--- src/rtl/core/breakpoint_table_interpolator_macros.svh ---
// assertion macros for the breakpoint table interpolator
// included by files that carry concurrent checks; needs nothing else
`ifndef BREAKPOINT_TABLE_INTERPOLATOR_MACROS_SVH
`define BREAKPOINT_TABLE_INTERPOLATOR_MACROS_SVH

// same-cycle implication
`define BTI_ASSERT_IMP(label, clk, rst, ante, cons, msg) \
   label: assert property (@(posedge clk) disable iff (rst) (ante) |-> (cons)) \
      else $error(msg);

// next-cycle implication
`define BTI_ASSERT_NXT(label, clk, rst, ante, cons, msg) \
   label: assert property (@(posedge clk) disable iff (rst) (ante) |=> (cons)) \
      else $error(msg);

`endif

--- src/rtl/core/bti_pkg.sv ---
// shared types, constants and helpers of the breakpoint table interpolator
// no dependencies
package bti_pkg;

   localparam int DATA_W     = 32;
   localparam int ENTRY_W    = 8;
   localparam int MAX_POINTS = 256;
   localparam int COUNT_W    = 9;
   localparam int MODE_W     = 4;
   localparam int WORK_W     = 48;   // working width of intermediates
   localparam int MAG_W      = 42;   // multiplier operand magnitude
   localparam int NUM_W      = 67;   // dividend magnitude
   localparam int DEN_W      = 33;   // divisor magnitude
   localparam int LIM_SHIFT  = 40;
   localparam int CSR_IDX_W  = 2;
   localparam int CSR_DATA_W = 9;
   localparam int STEP_W     = 4;

   localparam logic [WORK_W-1:0] LIM   = {{(WORK_W-LIM_SHIFT-1){1'b0}}, 1'b1,
                                          {LIM_SHIFT{1'b0}}};
   localparam logic [WORK_W-1:0] ONE_Q = WORK_W'(65536);

   // register indexes
   localparam logic [CSR_IDX_W-1:0] CSR_POINT_COUNT = 2'd0;
   localparam logic [CSR_IDX_W-1:0] CSR_INTERP_MODE = 2'd1;
   localparam logic [CSR_IDX_W-1:0] CSR_EXTRAPOLATE = 2'd2;

   // interpolation modes
   localparam logic [MODE_W-1:0] MODE_BELOW   = 4'd0;
   localparam logic [MODE_W-1:0] MODE_LINEAR  = 4'd1;
   localparam logic [MODE_W-1:0] MODE_QUAD    = 4'd2;
   localparam logic [MODE_W-1:0] MODE_HERM_LO = 4'd3;
   localparam logic [MODE_W-1:0] MODE_HERM_HI = 4'd7;
   localparam logic [MODE_W-1:0] MODE_ABOVE   = 4'd8;
   localparam logic [MODE_W-1:0] MODE_NEAREST = 4'd9;

   // item opcodes
   localparam logic OP_LOAD  = 1'b0;
   localparam logic OP_QUERY = 1'b1;

   typedef struct packed {
      logic                     op;
      logic [ENTRY_W-1:0]       entry_index;
      logic signed [DATA_W-1:0] point_x;
      logic signed [DATA_W-1:0] point_y;
      logic signed [DATA_W-1:0] coef_first;
      logic signed [DATA_W-1:0] coef_second;
      logic signed [DATA_W-1:0] coef_third;
      logic signed [DATA_W-1:0] query_x;
   } req_type;

   typedef struct packed {
      logic signed [DATA_W-1:0] result_value;
      logic [ENTRY_W-1:0]       segment;
      logic                     saturated;
   } rsp_type;

   typedef struct packed {
      logic signed [DATA_W-1:0] x;
      logic signed [DATA_W-1:0] y;
      logic signed [DATA_W-1:0] a;
      logic signed [DATA_W-1:0] b;
      logic signed [DATA_W-1:0] c;
   } row_type;

   typedef struct packed {
      logic                     done;
      logic                     sat;
      logic signed [WORK_W-1:0] value;
   } arith_res_type;

   typedef enum logic [4:0] {
      ST_IDLE, ST_ENDS_LO, ST_ENDS_HI, ST_CLAMP_CHK, ST_SEG_LO, ST_SEG_HI, ST_SEG_CHK,
      ST_SRCH_ISSUE, ST_SRCH_CMP, ST_ROW_LO, ST_ROW_HI, ST_ROW_CAP, ST_DISPATCH,
      ST_ISSUE, ST_WAIT, ST_FINISH, ST_DONE
   } state_type;

   // magnitude of a two's complement working value
   function automatic logic [WORK_W-1:0] mag(input logic signed [WORK_W-1:0] v);
      logic [WORK_W-1:0] m;
      m = v[WORK_W-1] ? (~v + 1'b1) : v;
      return m;
   endfunction

endpackage

--- src/rtl/core/bti_mul.sv ---
// q16.16 multiplier, shift-accumulated in chunks of the second operand, magnitude truncation and clamp
// depends on bti_pkg
module bti_mul import bti_pkg::*; (
   input  logic                     clock,
   input  logic                     reset,
   input  logic                     start,
   input  logic signed [WORK_W-1:0] a,
   input  logic signed [WORK_W-1:0] b,
   output arith_res_type            res,
   output logic [NUM_W-1:0]         raw
);

   localparam int STEPS   = 3;
   localparam int CHUNK_W = MAG_W / STEPS;
   localparam int ACC_W   = 2 * MAG_W;
   localparam int R_W     = ACC_W - 16;

   logic               busy_ff, busy_in;
   logic               done_ff, done_in;
   logic [1:0]         cnt_ff, cnt_in;
   logic               neg_ff, neg_in;
   logic [MAG_W-1:0]   ma_ff, ma_in, mb_ff, mb_in;
   logic [ACC_W-1:0]   acc_ff, acc_in;
   logic [MAG_W+CHUNK_W-1:0] prod;
   logic [WORK_W-1:0]  ma_full, mb_full;
   logic [R_W-1:0]     r;
   logic               sat;
   logic [WORK_W-1:0]  mv;

   assign ma_full = mag(a);
   assign mb_full = mag(b);
   assign prod    = ma_ff * mb_ff[MAG_W-1 -: CHUNK_W];

   // high chunk first, shift accumulate
   always_comb begin
      busy_in = busy_ff;
      done_in = 1'b0;
      cnt_in  = cnt_ff;
      neg_in  = neg_ff;
      ma_in   = ma_ff;
      mb_in   = mb_ff;
      acc_in  = acc_ff;
      if (start) begin
         busy_in = 1'b1;
         cnt_in  = '0;
         neg_in  = a[WORK_W-1] ^ b[WORK_W-1];
         ma_in   = ma_full[MAG_W-1:0];
         mb_in   = mb_full[MAG_W-1:0];
         acc_in  = '0;
      end else if (busy_ff) begin
         acc_in = {acc_ff[ACC_W-CHUNK_W-1:0], {CHUNK_W{1'b0}}} + ACC_W'(prod);
         mb_in  = {mb_ff[MAG_W-CHUNK_W-1:0], {CHUNK_W{1'b0}}};
         cnt_in = cnt_ff + 2'd1;
         if (cnt_ff == 2'(STEPS - 1)) begin
            busy_in = 1'b0;
            done_in = 1'b1;
         end
      end
   end

   always_ff @(posedge clock) begin
      if (reset) begin
         busy_ff <= 1'b0;
         done_ff <= 1'b0;
      end else begin
         busy_ff <= busy_in;
         done_ff <= done_in;
      end
   end

   always_ff @(posedge clock) begin
      cnt_ff <= cnt_in;
      neg_ff <= neg_in;
      ma_ff  <= ma_in;
      mb_ff  <= mb_in;
      acc_ff <= acc_in;
   end

   // drop 16 fraction bits, clamp and restore sign
   assign r   = acc_ff[ACC_W-1:16];
   assign sat = r > R_W'(LIM);
   assign mv  = sat ? LIM : r[WORK_W-1:0];

   assign res.done  = done_ff;
   assign res.sat   = sat;
   assign res.value = neg_ff ? signed'(~mv + 1'b1) : signed'(mv);
   assign raw       = acc_ff[NUM_W-1:0];

endmodule

--- config.mk ---
export PLATFORM = sky130hd
export DESIGN_NAME = bti_mul
export DESIGN_NICKNAME = d
export VERILOG_FILES = /design/src/rtl/core/breakpoint_table_interpolator_macros.svh /design/src/rtl/core/bti_pkg.sv /design/src/rtl/core/bti_mul.sv
export SDC_FILE = /design/constraint.sdc
export NUM_CORES = 2
export LEC_CHECK = 0
export BUFFER_PORTS_ARGS = -buffer_cell sky130_fd_sc_hd__buf_2
export CORE_ASPECT_RATIO = 0.9
export CORE_MARGIN = 4
export CORE_UTILIZATION = 50
export DETAILED_ROUTE_END_ITERATION = 10
export PLACE_DENSITY = 0.76
export SKIP_LAST_GASP = 1
export SLEW_MARGIN = 20
export SYNTH_ARGS = -nofsm -noshare
export SYNTH_HDL_FRONTEND = slang
export SYNTH_SLANG_ARGS = --single-unit
--- constraint.sdc ---
create_clock -name clock -period 7.7 [get_ports clock]
set_input_delay 0.385 -clock clock [delete_from_list [all_inputs] [get_ports clock]]
set_output_delay 0.385 -clock clock [all_outputs]
set_load 0.02 [all_outputs]
==> impl_metrics.py <==
metrics = {
    "grt": {
        "grt_max_degree": 73,
        "grt_pass1_vias": 23800,
        "track_usage_pct": 26.2,
        "grt_pass1_wl_um": 130000,
        "overflow": 0,
        "antenna_found_initial": 5,
    },
    "place": {
        "dp_hpwl_um": 64700,
        "port-buffer-count": 205,
        "place.gp.congestion": 0.969,
    },
    "synthesis": {
        "synthCells": 3336,
        "syn_nets": 4091,
        "syn_area_mm2": 0.0293,
        "synth_ff_type": "dfxtp_1",
        "synthDistinctLibCells": 72,
        "synth_edf_count": 85,
        "synth-warning-count": 0,
        "ys_seq_elements": 173,
        "seq_area_frac_synth_pct": 14.7,
        "async_flop_share_pct": 0,
        "avgSynthCellArea_um2": 8.80,
    },
    "detailed_routing": {
        "num_vias": 23200,
        "drt-pass1-iter-count": 6,
        "via_per_inst": 5.60,
        "drt_iter0_drc": 1840,
        "wire_per_inst_um": 19.3,
        "remaining_drc_errors": 0,
        "wl_um": 79900,
        "postRouteAntennaNets": 0,
    },
    "sta": {
        "finalSetupViolCount": 0,
        "period_needed_ps": 7390,
        "relSlewSlack_pct": 26.8,
        "grt_setup_unrepaired": "yes",
        "final-max-slew-violation-count": 0,
        "fin_worst_skew_ps": 19.2,
        "worstMarginPinSlew_ps": 1100,
        "fmax_ghz": 0.135,
        "fin_crit_sh_pct": 96.0,
        "hold_violations": 0,
    },
    "hold_path": {
        "hold_end": "busy_ff$_SDFF_PP0_",
        "min_path_cells": 2,
        "worstHoldPathType": "in2reg",
        "worstHoldStart": "reset",
    },
    "run_status": {
        "status": "complete, no violations",
    },
    "critical_path": {
        "ff2ff_path_depth": 21,
        "reg2reg_from": "ma_ff[4]$_DFFE_PP_",
        "critPathArrivalTime_ps": 7790,
        "crit_type": "reg2reg",
        "required_ps": 8100,
        "crit_path_start_kind": "flip-flop",
        "cp_max_fo": 14,
        "startpoint": "ma_ff[4]$_DFFE_PP_",
        "r2r-end": "acc_ff[79]$_SDFFE_PP0P_",
        "rrSetupSlack_ps": 310,
        "end_kind": "flip-flop",
    },
    "cts": {
        "cts_num_sinks": 173,
        "clk_path_buf_depth": 2,
        "cts_tree": "built",
        "ctsHoldBuffers": 0,
        "clk-insertion-delay-late_ps": 500,
        "ctsHtreeMaxLevel": 4,
        "clkTransAtPathRegs_ps": 80,
        "root_buffer": "clkbuf_16",
        "cts_made_buffers": 17,
    },
    "floorplan": {
        "die_height_um": 238,
        "dieArea_mm2": 0.0626,
        "num_rows": 83,
        "core_mm2": 0.0575,
        "die_w_um": 263,
        "start_util_pct": 51.0,
        "num_io_pins": 216,
    },
    "cells_and_area": {
        "fillers": 5184,
        "layout_common_cells": "inv_1, nand2_1, fa_1",
        "drive_gt1_share_pct": 10.0,
        "fin_nets": 4120,
        "final_util_pct": 54.5,
        "final_common_cell": "inv_1",
        "synthToLayoutAreaGrowth_pct": 6.80,
    },
    "flow_run": {
        "drv_cap": 0,
    },
}
## kinds of logic (layout without fill, tap and decap cells)
kind of cell,after synthesis,count (layout),synth area share [%]
mux,27,27,0.929
compound gates,433,433,9.44
flops,173,173,14.7
fa+ha+maj,656,656,41.3
simple gates,1063,1063,17.0
xor+xnor,180,180,5.37
other cells,0,1,0
buf+inv,804,846,11.3
## cell type report
cell class                      count  area (um^2)  area share [%]
Antenna cell                        1         2.50         0.00798
Clock buffer                       17          425            1.36
Clock inverter                     15          158           0.503
Inverter                          542         2040            6.49
Multi-Input combinational cell   2359        21800            69.4
Sequential cell                   173         4320            13.8
Tap cell                          765          957            3.05
Timing Repair Buffer              272         1690            5.38
## state kept, by name, summed over array words and instances, names as in the netlist
name,cells
acc_ff,84
busy_ff,1
cnt_ff,2
done_ff,1
ma_ff,42
mb_ff,42
neg_ff,1
## cell usage after synthesis (17+ instances only)
library cell	n	share of area [%]
xnor2_1	83	2.5
nand3_1	33	0.56
clkbuf_1	178	2.3
nand4_1	26	0.55
ha_1	136	5.8
o31ai_1	33	0.84
or4_1	17	0.43
buf_4	70	1.8
a21oi_1	105	1.8
and2_1	204	4.3
nor3_1	21	0.36
or3_1	19	0.41
o22ai_1	17	0.36
a21o_1	25	0.64
a211oi_1	21	0.54
inv_1	542	6.9
edfxtp_1	85	8.7
dfxtp_1	88	6.0
o21ai_0	123	2.1
xor2_1	97	2.9
fa_1	520	35
mux2i_1	25	0.85
nor2_1	146	1.9
nand2_1	527	6.7
## worst max-delay path by stage
stage	cells past startpoint	to	slack, ps
after global routing	24	acc_ff[79]$_SDFFE_PP0P_	-50
after CTS	20	acc_ff[79]$_SDFFE_PP0P_	5
after detailed placement	20	acc_ff[79]$_SDFFE_PP0P_	60
after floorplan	24	acc_ff[77]$_SDFFE_PP0P_	560
after global placement	21	acc_ff[79]$_SDFFE_PP0P_	110
final	21	acc_ff[79]$_SDFFE_PP0P_	310
## metrics by stage
stage                     setup WS [ps]  cells  setup TNS, ps  hold WS (ps)  instance area, um^2
after detailed placement           64.8   4108              0           443                30700
after global routing              -45.6   4143          -45.6          58.7                31300
after global placement              108   4108              0           437                30700
after CTS                          5.24   4140              0          33.9                31300
after floorplan                     564   3336              0           425                29300
final                               306   4144              0          64.8                31300
## critical path: stages, from the launching register on
cell	delay (ps)
edfxtp_1	690
nand2_1	190
fa_1	550
inv_1	50
fa_1	460
fa_1	540
fa_1	530
fa_1	580
inv_1	70
fa_1	540
inv_1	40
ha_1	390
and3_1	190
o2111ai_1	190
a21oi_1	230
a211oi_1	130
or4_4	570
a2111oi_4	420
o211ai_1	150
buf_4	200
or3_1	310
a311oi_1	260
## routing by layer
layer | global-route usage [%] | vias to the layer above | part of all wire, %
li1 | - | 10500 | -
met1 | 34.6 | 11700 | 41
met2 | 41.8 | 877 | 46
met3 | 7.61 | 144 | 9.6
met4 | 8.83 | 0 | 3.3
met5 | 0 | - | 0
## what timing repair did
item / 4_1_cts / 5_1_grt
resized for setup: 0 / 7
setup buffers: 0 / 3
setup endpoints to repair: 0 / 27
hold endpoints to repair: 0 / 0
Power is left out: the tool's default activity adds up to more than one toggle a clock period on the data nets, which glitch-free logic cannot reach.
