## config.mk

```make
export PLATFORM = sky130hd
export DESIGN_NAME = bti_div
export DESIGN_NICKNAME = d
export VERILOG_FILES = /design/src/rtl/core/breakpoint_table_interpolator_macros.svh /design/src/rtl/core/bti_pkg.sv /design/src/rtl/core/bti_div.sv
export SDC_FILE = /design/constraint.sdc
export NUM_CORES = 1
export LEC_CHECK = 0
export BUFFER_PORTS_ARGS = -buffer_cell sky130_fd_sc_hd__clkbuf_2
export CORE_ASPECT_RATIO = 1.2
export CORE_UTILIZATION = 60
export DETAILED_ROUTE_END_ITERATION = 16
export HOLD_SLACK_MARGIN = 0.06
export PLACE_DENSITY_LB_ADDON = 0.3
export SLEW_MARGIN = 20
export SYNTH_ARGS = -nofsm -noshare
export SYNTH_HDL_FRONTEND = slang
export SYNTH_SLANG_ARGS = --single-unit
```

## constraint.sdc

```tcl
create_clock -name clock -period 9.09 [get_ports clock]
set_input_delay 0.909 -clock clock [delete_from_list [all_inputs] [get_ports clock]]
set_output_delay 0.909 -clock clock [all_outputs]
set_load 0.02 [all_outputs]
```

## src/rtl/core/breakpoint_table_interpolator_macros.svh

```systemverilog
// assertion macros for the breakpoint table interpolator
// included by files that carry concurrent checks; needs nothing else
`ifndef BREAKPOINT_TABLE_INTERPOLATOR_MACROS_SVH
`define BREAKPOINT_TABLE_INTERPOLATOR_MACROS_SVH

// same-cycle implication
`define BTI_ASSERT_IMP(label, clk, rst, ante, cons, msg) \
   label: assert property (@(posedge clk) disable iff (rst) (ante) |-> (cons)) \
      else $error(msg);

// next-cycle implication
`define BTI_ASSERT_NXT(label, clk, rst, ante, cons, msg) \
   label: assert property (@(posedge clk) disable iff (rst) (ante) |=> (cons)) \
      else $error(msg);

`endif

```

## src/rtl/core/bti_pkg.sv

```systemverilog
// shared types, constants and helpers of the breakpoint table interpolator
// no dependencies
package bti_pkg;

   localparam int DATA_W     = 32;
   localparam int ENTRY_W    = 8;
   localparam int MAX_POINTS = 256;
   localparam int COUNT_W    = 9;
   localparam int MODE_W     = 4;
   localparam int WORK_W     = 48;   // working width of intermediates
   localparam int MAG_W      = 42;   // multiplier operand magnitude
   localparam int NUM_W      = 67;   // dividend magnitude
   localparam int DEN_W      = 33;   // divisor magnitude
   localparam int LIM_SHIFT  = 40;
   localparam int CSR_IDX_W  = 2;
   localparam int CSR_DATA_W = 9;
   localparam int STEP_W     = 4;

   localparam logic [WORK_W-1:0] LIM   = {{(WORK_W-LIM_SHIFT-1){1'b0}}, 1'b1,
                                          {LIM_SHIFT{1'b0}}};
   localparam logic [WORK_W-1:0] ONE_Q = WORK_W'(65536);

   // register indexes
   localparam logic [CSR_IDX_W-1:0] CSR_POINT_COUNT = 2'd0;
   localparam logic [CSR_IDX_W-1:0] CSR_INTERP_MODE = 2'd1;
   localparam logic [CSR_IDX_W-1:0] CSR_EXTRAPOLATE = 2'd2;

   // interpolation modes
   localparam logic [MODE_W-1:0] MODE_BELOW   = 4'd0;
   localparam logic [MODE_W-1:0] MODE_LINEAR  = 4'd1;
   localparam logic [MODE_W-1:0] MODE_QUAD    = 4'd2;
   localparam logic [MODE_W-1:0] MODE_HERM_LO = 4'd3;
   localparam logic [MODE_W-1:0] MODE_HERM_HI = 4'd7;
   localparam logic [MODE_W-1:0] MODE_ABOVE   = 4'd8;
   localparam logic [MODE_W-1:0] MODE_NEAREST = 4'd9;

   // item opcodes
   localparam logic OP_LOAD  = 1'b0;
   localparam logic OP_QUERY = 1'b1;

   typedef struct packed {
      logic                     op;
      logic [ENTRY_W-1:0]       entry_index;
      logic signed [DATA_W-1:0] point_x;
      logic signed [DATA_W-1:0] point_y;
      logic signed [DATA_W-1:0] coef_first;
      logic signed [DATA_W-1:0] coef_second;
      logic signed [DATA_W-1:0] coef_third;
      logic signed [DATA_W-1:0] query_x;
   } req_type;

   typedef struct packed {
      logic signed [DATA_W-1:0] result_value;
      logic [ENTRY_W-1:0]       segment;
      logic                     saturated;
   } rsp_type;

   typedef struct packed {
      logic signed [DATA_W-1:0] x;
      logic signed [DATA_W-1:0] y;
      logic signed [DATA_W-1:0] a;
      logic signed [DATA_W-1:0] b;
      logic signed [DATA_W-1:0] c;
   } row_type;

   typedef struct packed {
      logic                     done;
      logic                     sat;
      logic signed [WORK_W-1:0] value;
   } arith_res_type;

   typedef enum logic [4:0] {
      ST_IDLE, ST_ENDS_LO, ST_ENDS_HI, ST_CLAMP_CHK, ST_SEG_LO, ST_SEG_HI, ST_SEG_CHK,
      ST_SRCH_ISSUE, ST_SRCH_CMP, ST_ROW_LO, ST_ROW_HI, ST_ROW_CAP, ST_DISPATCH,
      ST_ISSUE, ST_WAIT, ST_FINISH, ST_DONE
   } state_type;

   // magnitude of a two's complement working value
   function automatic logic [WORK_W-1:0] mag(input logic signed [WORK_W-1:0] v);
      logic [WORK_W-1:0] m;
      m = v[WORK_W-1] ? (~v + 1'b1) : v;
      return m;
   endfunction

endpackage

```

## src/rtl/core/bti_div.sv

```systemverilog
// restoring divider, one quotient bit per cycle, truncating and saturating
// depends on bti_pkg
module bti_div import bti_pkg::*; (
   input  logic                     clock,
   input  logic                     reset,
   input  logic                     start,
   input  logic [NUM_W-1:0]         num,
   input  logic                     nneg,
   input  logic signed [WORK_W-1:0] den,
   output arith_res_type            res
);

   localparam int CNT_W = $clog2(NUM_W);

   logic               busy_ff, busy_in;
   logic               done_ff, done_in;
   logic [CNT_W-1:0]   cnt_ff, cnt_in;
   logic [NUM_W-1:0]   q_ff, q_in;
   logic [DEN_W:0]     rem_ff, rem_in;
   logic [DEN_W-1:0]   dm_ff, dm_in;
   logic               neg_ff, neg_in;
   logic               zsat_ff, zsat_in;
   logic [WORK_W-1:0]  den_mag;
   logic [DEN_W:0]     rem_sh;
   logic               over;
   logic [WORK_W-1:0]  mv;

   assign den_mag = mag(den);
   assign rem_sh  = {rem_ff[DEN_W-1:0], q_ff[NUM_W-1]};

   always_comb begin
      busy_in = busy_ff;
      done_in = 1'b0;
      cnt_in  = cnt_ff;
      q_in    = q_ff;
      rem_in  = rem_ff;
      dm_in   = dm_ff;
      neg_in  = neg_ff;
      zsat_in = zsat_ff;
      if (start) begin
         // zero divisor: zero over zero is zero, otherwise full scale
         if (den_mag == '0) begin
            done_in = 1'b1;
            q_in    = (num == '0) ? '0 : NUM_W'(LIM);
            zsat_in = num != '0;
            neg_in  = nneg;
         end else begin
            busy_in = 1'b1;
            cnt_in  = '0;
            q_in    = num;
            rem_in  = '0;
            dm_in   = den_mag[DEN_W-1:0];
            neg_in  = nneg ^ den[WORK_W-1];
            zsat_in = 1'b0;
         end
      end else if (busy_ff) begin
         // one restoring step
         if (rem_sh >= {1'b0, dm_ff}) begin
            rem_in = rem_sh - {1'b0, dm_ff};
            q_in   = {q_ff[NUM_W-2:0], 1'b1};
         end else begin
            rem_in = rem_sh;
            q_in   = {q_ff[NUM_W-2:0], 1'b0};
         end
         cnt_in = cnt_ff + 1'b1;
         if (cnt_ff == CNT_W'(NUM_W - 1)) begin
            busy_in = 1'b0;
            done_in = 1'b1;
         end
      end
   end

   always_ff @(posedge clock) begin
      if (reset) begin
         busy_ff <= 1'b0;
         done_ff <= 1'b0;
      end else begin
         busy_ff <= busy_in;
         done_ff <= done_in;
      end
   end

   always_ff @(posedge clock) begin
      cnt_ff  <= cnt_in;
      q_ff    <= q_in;
      rem_ff  <= rem_in;
      dm_ff   <= dm_in;
      neg_ff  <= neg_in;
      zsat_ff <= zsat_in;
   end

   // clamp quotient and apply sign
   assign over = q_ff > NUM_W'(LIM);
   assign mv   = over ? LIM : q_ff[WORK_W-1:0];

   assign res.done  = done_ff;
   assign res.sat   = over | zsat_ff;
   assign res.value = neg_ff ? signed'(~mv + 1'b1) : signed'(mv);

endmodule

```

==> results_dict.tcl, run 1 <==
set metrics [dict create \
    numCtsBuffers 17 \
    cts.reportedPaths.clkPinSlew_ps 60 \
    status "finished clean" \
    cts_sinks 144 \
    cts_root_buf "clkbuf_16" \
    routabilityCongestion 1.00 \
    clock_skew_ps 14.9 \
    drv_cap 0 \
    wl_per_cell_um 19.1 \
    slew_headroom 0.332 \
    wirelength_mm 31.5 \
    placementRows 54 \
    crit_path_end_kind "primary output" \
    drtIter0Drc 936 \
    ys_warn_count 0 \
    synth-edff-count 142 \
    drc 0 \
    clock_latency_ps 430 \
    postPlaceCellArea_um2 12200 \
    dp_cells 1617 \
    seq_area_um2 4300 \
    syn_area_um2 11300 \
    area_delta_synth_final_pct 13.4 \
    antenna-diode-count 0 \
    ir_drop_v 0.000181 \
    synth_seq_area_share 0.380 \
    grt_max_degree 99 \
    async_flop_share 0 \
    final_cells 1649 \
    n_fill_cell 1463 \
    rsz0062_at_grt "no" \
    synth_nets 1417 \
    htreeDepth 4 \
    required_ps 8180 \
    r2r_cells 11 \
    arrival_ps 4820 \
    fmax_mhz 174 \
    ios 169 \
    fin_crit_sh 0.630 \
    core_um2 18300 \
    final_common_cell "clkbuf_2" \
    hold_violations 0 \
    avgViaCountPerCell 6.41 \
    synth_flop_cell "edfxtp_1" \
    ctsResizeCount 0 \
    cts_setup_buffers 0 \
    hp-class "reg -> reg" \
    die_area_um2 19400 \
    gr-total-overflow 0 \
    cts_tree "yes" \
    dp_slack_ps 3620 \
    multiInputGateArea_um2 6390 \
    grt_pass1_vias 9803 \
    p_leak_nw 5.20 \
    setup_violations 0 \
    stdcell_area_um2 12800 \
    worstMarginPinSlew_ps 1000 \
    start_util 0.619 \
    period_needed_ps 5730 \
    setup_tns_ps 0 \
    dp_hpwl_mm 23.1 \
    hold_path_depth 2 \
    nNetsFinal 1541 \
    dieWidth_um 127 \
    vias 10575 \
    synth_cells 1260 \
    final_cell_mix "clkbuf_2 (167), edfxtp_1 (142), nand2_1 (139)" \
    cts_hold_buffers 0 \
    crit_path_max_fanout 16 \
    crit_type "reg -> out" \
    antenna_left 0 \
    power_density_nw_per_um2 231 \
    grtUsageTotal 0.326 \
    synth.avg_cell_area_um2 8.99 \
    antenna_found_initial 1 \
    r2r_slack_ps 4710 \
    worst_slack_ps 3360 \
    synth_cell_types 78 \
    port_buffers 168 \
    ys_seq_elements 144 \
    finalMaxSlewViolations 0 \
    drive_gt1_frac 0.178 \
    critPathLaunchType "flop" \
    grt_pass1_wl_mm 50.0 \
    drt_pass1_iterations 6 \
    die-height_um 153 \
    clk_path_buf_depth 2 \
]
area by class of cell:
| cell class | instances | area share |
|---|---|---|
| Tap cell | 252 | 0.0245 |
| Clock inverter | 14 | 0.0139 |
| Multi-Input combinational cell | 959 | 0.497 |
| Clock buffer | 18 | 0.0334 |
| Sequential cell | 144 | 0.335 |
| Timing Repair Buffer | 177 | 0.0709 |
| Inverter | 85 | 0.0248 |
critical path, cell delays in order, from the launching register on:
cell,delay [ps]
edfxtp_1,440
or4_1,640
nor4b_2,520
nand4_1,260
nand2b_1,250
a21oi_1,180
buf_4,250
nand2_1,100
ha_1,340
and3_1,230
nand4_1,170
nor2_1,60
o21ai_1,320
nand2_1,150
a211oi_1,290
clkbuf_2,220
sequential cells by signal, indices dropped and copies added, names as in the netlist:
register and flops:
busy_ff 1, cnt_ff 7, done_ff 1, neg_ff 1
q_ff 67, dm_ff 33, zsat_ff 1, rem_ff 33
power by group:
group | internal, mW | total (mW) | switching (mW)
Clock | 0.437 | 0.735 | 0.298
Combinational | 0.519 | 1.23 | 0.714
Sequential | 0.911 | 1.00 | 0.0924
Total | 1.87 | 2.97 | 1.10
cell families (layout without fill, tap and decap cells):
| kind of cell | after synthesis | count (layout) | synth area share |
|---|---|---|---|
| flops | 144 | 144 | 0.380 |
| xor+xnor | 98 | 98 | 0.0758 |
| mux | 22 | 22 | 0.0197 |
| simple gates | 491 | 491 | 0.226 |
| fa+ha+maj | 38 | 38 | 0.0426 |
| compound gates | 310 | 310 | 0.199 |
| buf+inv | 157 | 294 | 0.0563 |
per-stage QoR:
step                hold slack [ps]  total power [mW]  utilization
floorplan                       453              1.94            -
global placement                492              2.19        0.668
detailed placement              503              2.21        0.668
CTS                             520              2.96        0.702
global route                    546              3.14        0.702
finish                          519              2.97        0.702
Yosys cell counts, types with 12 or more instances:
| cell | n | area share |
|---|---|---|
| a21o_1 | 23 | 0.015 |
| clkbuf_1 | 48 | 0.016 |
| buf_2 | 12 | 0.0053 |
| o22ai_1 | 21 | 0.012 |
| nand4_1 | 21 | 0.012 |
| edfxtp_1 | 142 | 0.38 |
| inv_1 | 85 | 0.028 |
| or4_1 | 18 | 0.012 |
| o21ai_0 | 51 | 0.023 |
| nand3_1 | 50 | 0.022 |
| nor2_1 | 104 | 0.034 |
| o31ai_1 | 22 | 0.015 |
| ha_1 | 37 | 0.041 |
| nor4_1 | 35 | 0.019 |
| mux2i_1 | 20 | 0.018 |
| a21oi_1 | 51 | 0.023 |
| xnor2_1 | 79 | 0.061 |
| nand2b_1 | 18 | 0.0099 |
| o41ai_1 | 13 | 0.010 |
| nand2_1 | 139 | 0.046 |
| nor3_1 | 31 | 0.014 |
| xor2_1 | 19 | 0.015 |
| o2bb2ai_1 | 36 | 0.028 |
| or3_1 | 17 | 0.0094 |
path summary, 6_finish.rpt:
path / end / startpoint
hold / removal: busy_ff$_SDFFE_PP0P_ / busy_ff$_SDFFE_PP0P_
hold reg to reg: busy_ff$_SDFFE_PP0P_ / busy_ff$_SDFFE_PP0P_
setup reg to reg: rem_ff[11]$_SDFFCE_PP0P_ / rem_ff[26]$_SDFFCE_PP0P_
setup / recovery: res[36] / q_ff[4]$_DFFE_PP_
layer usage:
layer	vias to the layer above	GRT usage	wire length, µm
met5	-	0	13
met4	2	0.139	1140
met3	100	0.0492	2180
met2	521	0.547	15300
met1	4965	0.418	12900
li1	4987	-	-
No activity file was read; power rests on OpenSTA's default activity.
==> inputs of run 2 (changes only) <==
CORE_UTILIZATION = 53   (was 60)
clock period = 5.1 ns   (was 9.09 ns; I/O delays follow)
==> results_dict.tcl, run 2 (synthesis gave the netlist of run 1 again) <==
set metrics [dict create \
    r2r_start "rem_ff[28]$_SDFFCE_PP0P_" \
    period_needed_ps 4830 \
    die_area_um2 22000 \
    crit_buf_inv 2 \
    die-height_um 162 \
    drt_pass1_iterations 5 \
    stdcell_area_um2 12900 \
    hold_violations 0 \
    antenna_found_initial 0 \
    required_ps 4590 \
    top_regs "q_ff x67, dm_ff x33, rem_ff x33" \
    cts_root_buf "clkbuf_16" \
    n_fill_cell 1795 \
    placementRows 58 \
    slowest_delay_ps 630 \
    rr_endpoint "rem_ff[26]$_SDFFCE_PP0P_" \
    port_buffers 168 \
    crit_chain "or4_1, nor4b_2, buf_4, nand4_1, nand2b_1, a21oi_2, nand2_1, ha_2, and3_1, nand4_1, nor2_1, o21ai_1, or3_1, a21oi_1, a311oi_1, clkbuf_2" \
    crit_path_end_kind "primary output" \
    cpMostUsedCell "nand4_1" \
    ir_drop_v 0.000255 \
    worstMarginPinSlew_ps 1010 \
    cts_sinks 144 \
    top_register "q_ff" \
    drtIter0Drc 989 \
    ctsResizeCount 0 \
    grtUsageTotal 0.293 \
    worst_slack_ps 274 \
    fin_crit_sh 0.946 \
    cts.reportedPaths.clkPinSlew_ps 60 \
    crit_path_end "res[32]" \
    drv_cap 0 \
    finalPower_mw 5.19 \
    setup_tns_ps 0 \
    setup_violations 0 \
    vias 10532 \
    final_common_cell "clkbuf_2" \
    critPathLaunchType "flop" \
    drc 0 \
    hp-class "in -> reg" \
    path_depth 16 \
    slowest_stage "or4_1" \
    p_leak_nw 5.22 \
    wirelength_mm 32.2 \
    rsz0062_at_grt "no" \
    antenna-diode-count 0 \
    largest_register_ffs 67 \
    min-delay-start "reset" \
    crit_path_max_fanout 11 \
    postPlaceCellArea_um2 12300 \
    ios 169 \
    multiInputGateArea_um2 6390 \
    grt_max_degree 85 \
    finalMaxSlewViolations 0 \
    whs_ps 356 \
    avgViaCountPerCell 6.29 \
    dieWidth_um 135 \
    seq_area_um2 4300 \
    crit_family "simple AND/OR/NAND/NOR gates" \
    start_util 0.540 \
    clock_latency_ps 430 \
    cp-startpoint "q_ff[4]$_DFFE_PP_" \
    dp_slack_ps 554 \
    dp_hpwl_mm 24.4 \
    arrival_ps 4320 \
    area_delta_synth_final_pct 13.9 \
    r2r_cells 11 \
    nNetsFinal 1548 \
    cts_hold_buffers 0 \
    final_cell_mix "clkbuf_2 (167), edfxtp_1 (142), nand2_1 (139)" \
    antenna_left 0 \
    fmax_mhz 207 \
    grt_pass1_wl_mm 50.0 \
    clk_path_buf_depth 2 \
    crit_type "reg -> out" \
    htreeDepth 4 \
    r2r_slack_ps 1030 \
    wl_per_cell_um 19.2 \
    routabilityCongestion 0.977 \
    gr-total-overflow 0 \
    clock_skew_ps 8.47 \
    numCtsBuffers 17 \
    slew_headroom 0.328 \
    power_density_nw_per_um2 403 \
    status "finished clean" \
    grt_pass1_vias 9751 \
    cts_setup_buffers 0 \
    core_um2 21000 \
    cts_tree "yes" \
    drive_gt1_frac 0.181 \
]
[run 2: changes by cell type in the layout (fill, tap and decap cells not counted), sizes merged]
cell | previous run | this run
clkinvlp | 2 | 1
bufinv | 3 | 1
inv | 90 | 92
buf | 10 | 17
clkinv | 4 | 5
[run 2: area by class of cell]
| type | instances | share of cell area |
|---|---|---|
| clock buffers | 18 | 0.0333 |
| clock inverters | 14 | 0.0101 |
| inverters | 85 | 0.0247 |
| multi-input cells | 959 | 0.496 |
| flip-flops and latches | 144 | 0.334 |
| well taps | 270 | 0.0262 |
| repair buffers | 184 | 0.0766 |
[run 2: worst min-delay path by stage]
stage               depth (start not counted)  slack (ps)              endpoint
floorplan                                   2         450    done_ff$_SDFF_PP0_
finish                                      2         360  busy_ff$_SDFFE_PP0P_
global placement                            2         490  busy_ff$_SDFFE_PP0P_
detailed placement                          2         510  busy_ff$_SDFFE_PP0P_
CTS                                         2         370  busy_ff$_SDFFE_PP0P_
global route                                2         350  busy_ff$_SDFFE_PP0P_
[run 2: stage by stage]
stage | util | cells
2_1_floorplan | - | 1260
3_3_place_gp | 0.588 | 1642
3_5_place_dp | 0.588 | 1642
4_1_cts | 0.615 | 1674
5_1_grt | 0.615 | 1674
6_report | 0.615 | 1674
[run 2: per-layer routing]
metal / vias to the layer above / part of all wire / global-route usage
met5: - / 0 / 0
li1: 5005 / - / -
met2: 461 / 0.50 / 0.509
met1: 4980 / 0.41 / 0.359
met4: 0 / 0.038 / 0.128
met3: 86 / 0.058 / 0.0418
[run 2: power by group]
group	leakage [nW]	switching (mW)	internal (mW)
clock	0.271	0.517	0.679
combinational	3.46	1.28	0.928
sequential	1.48	0.169	1.62
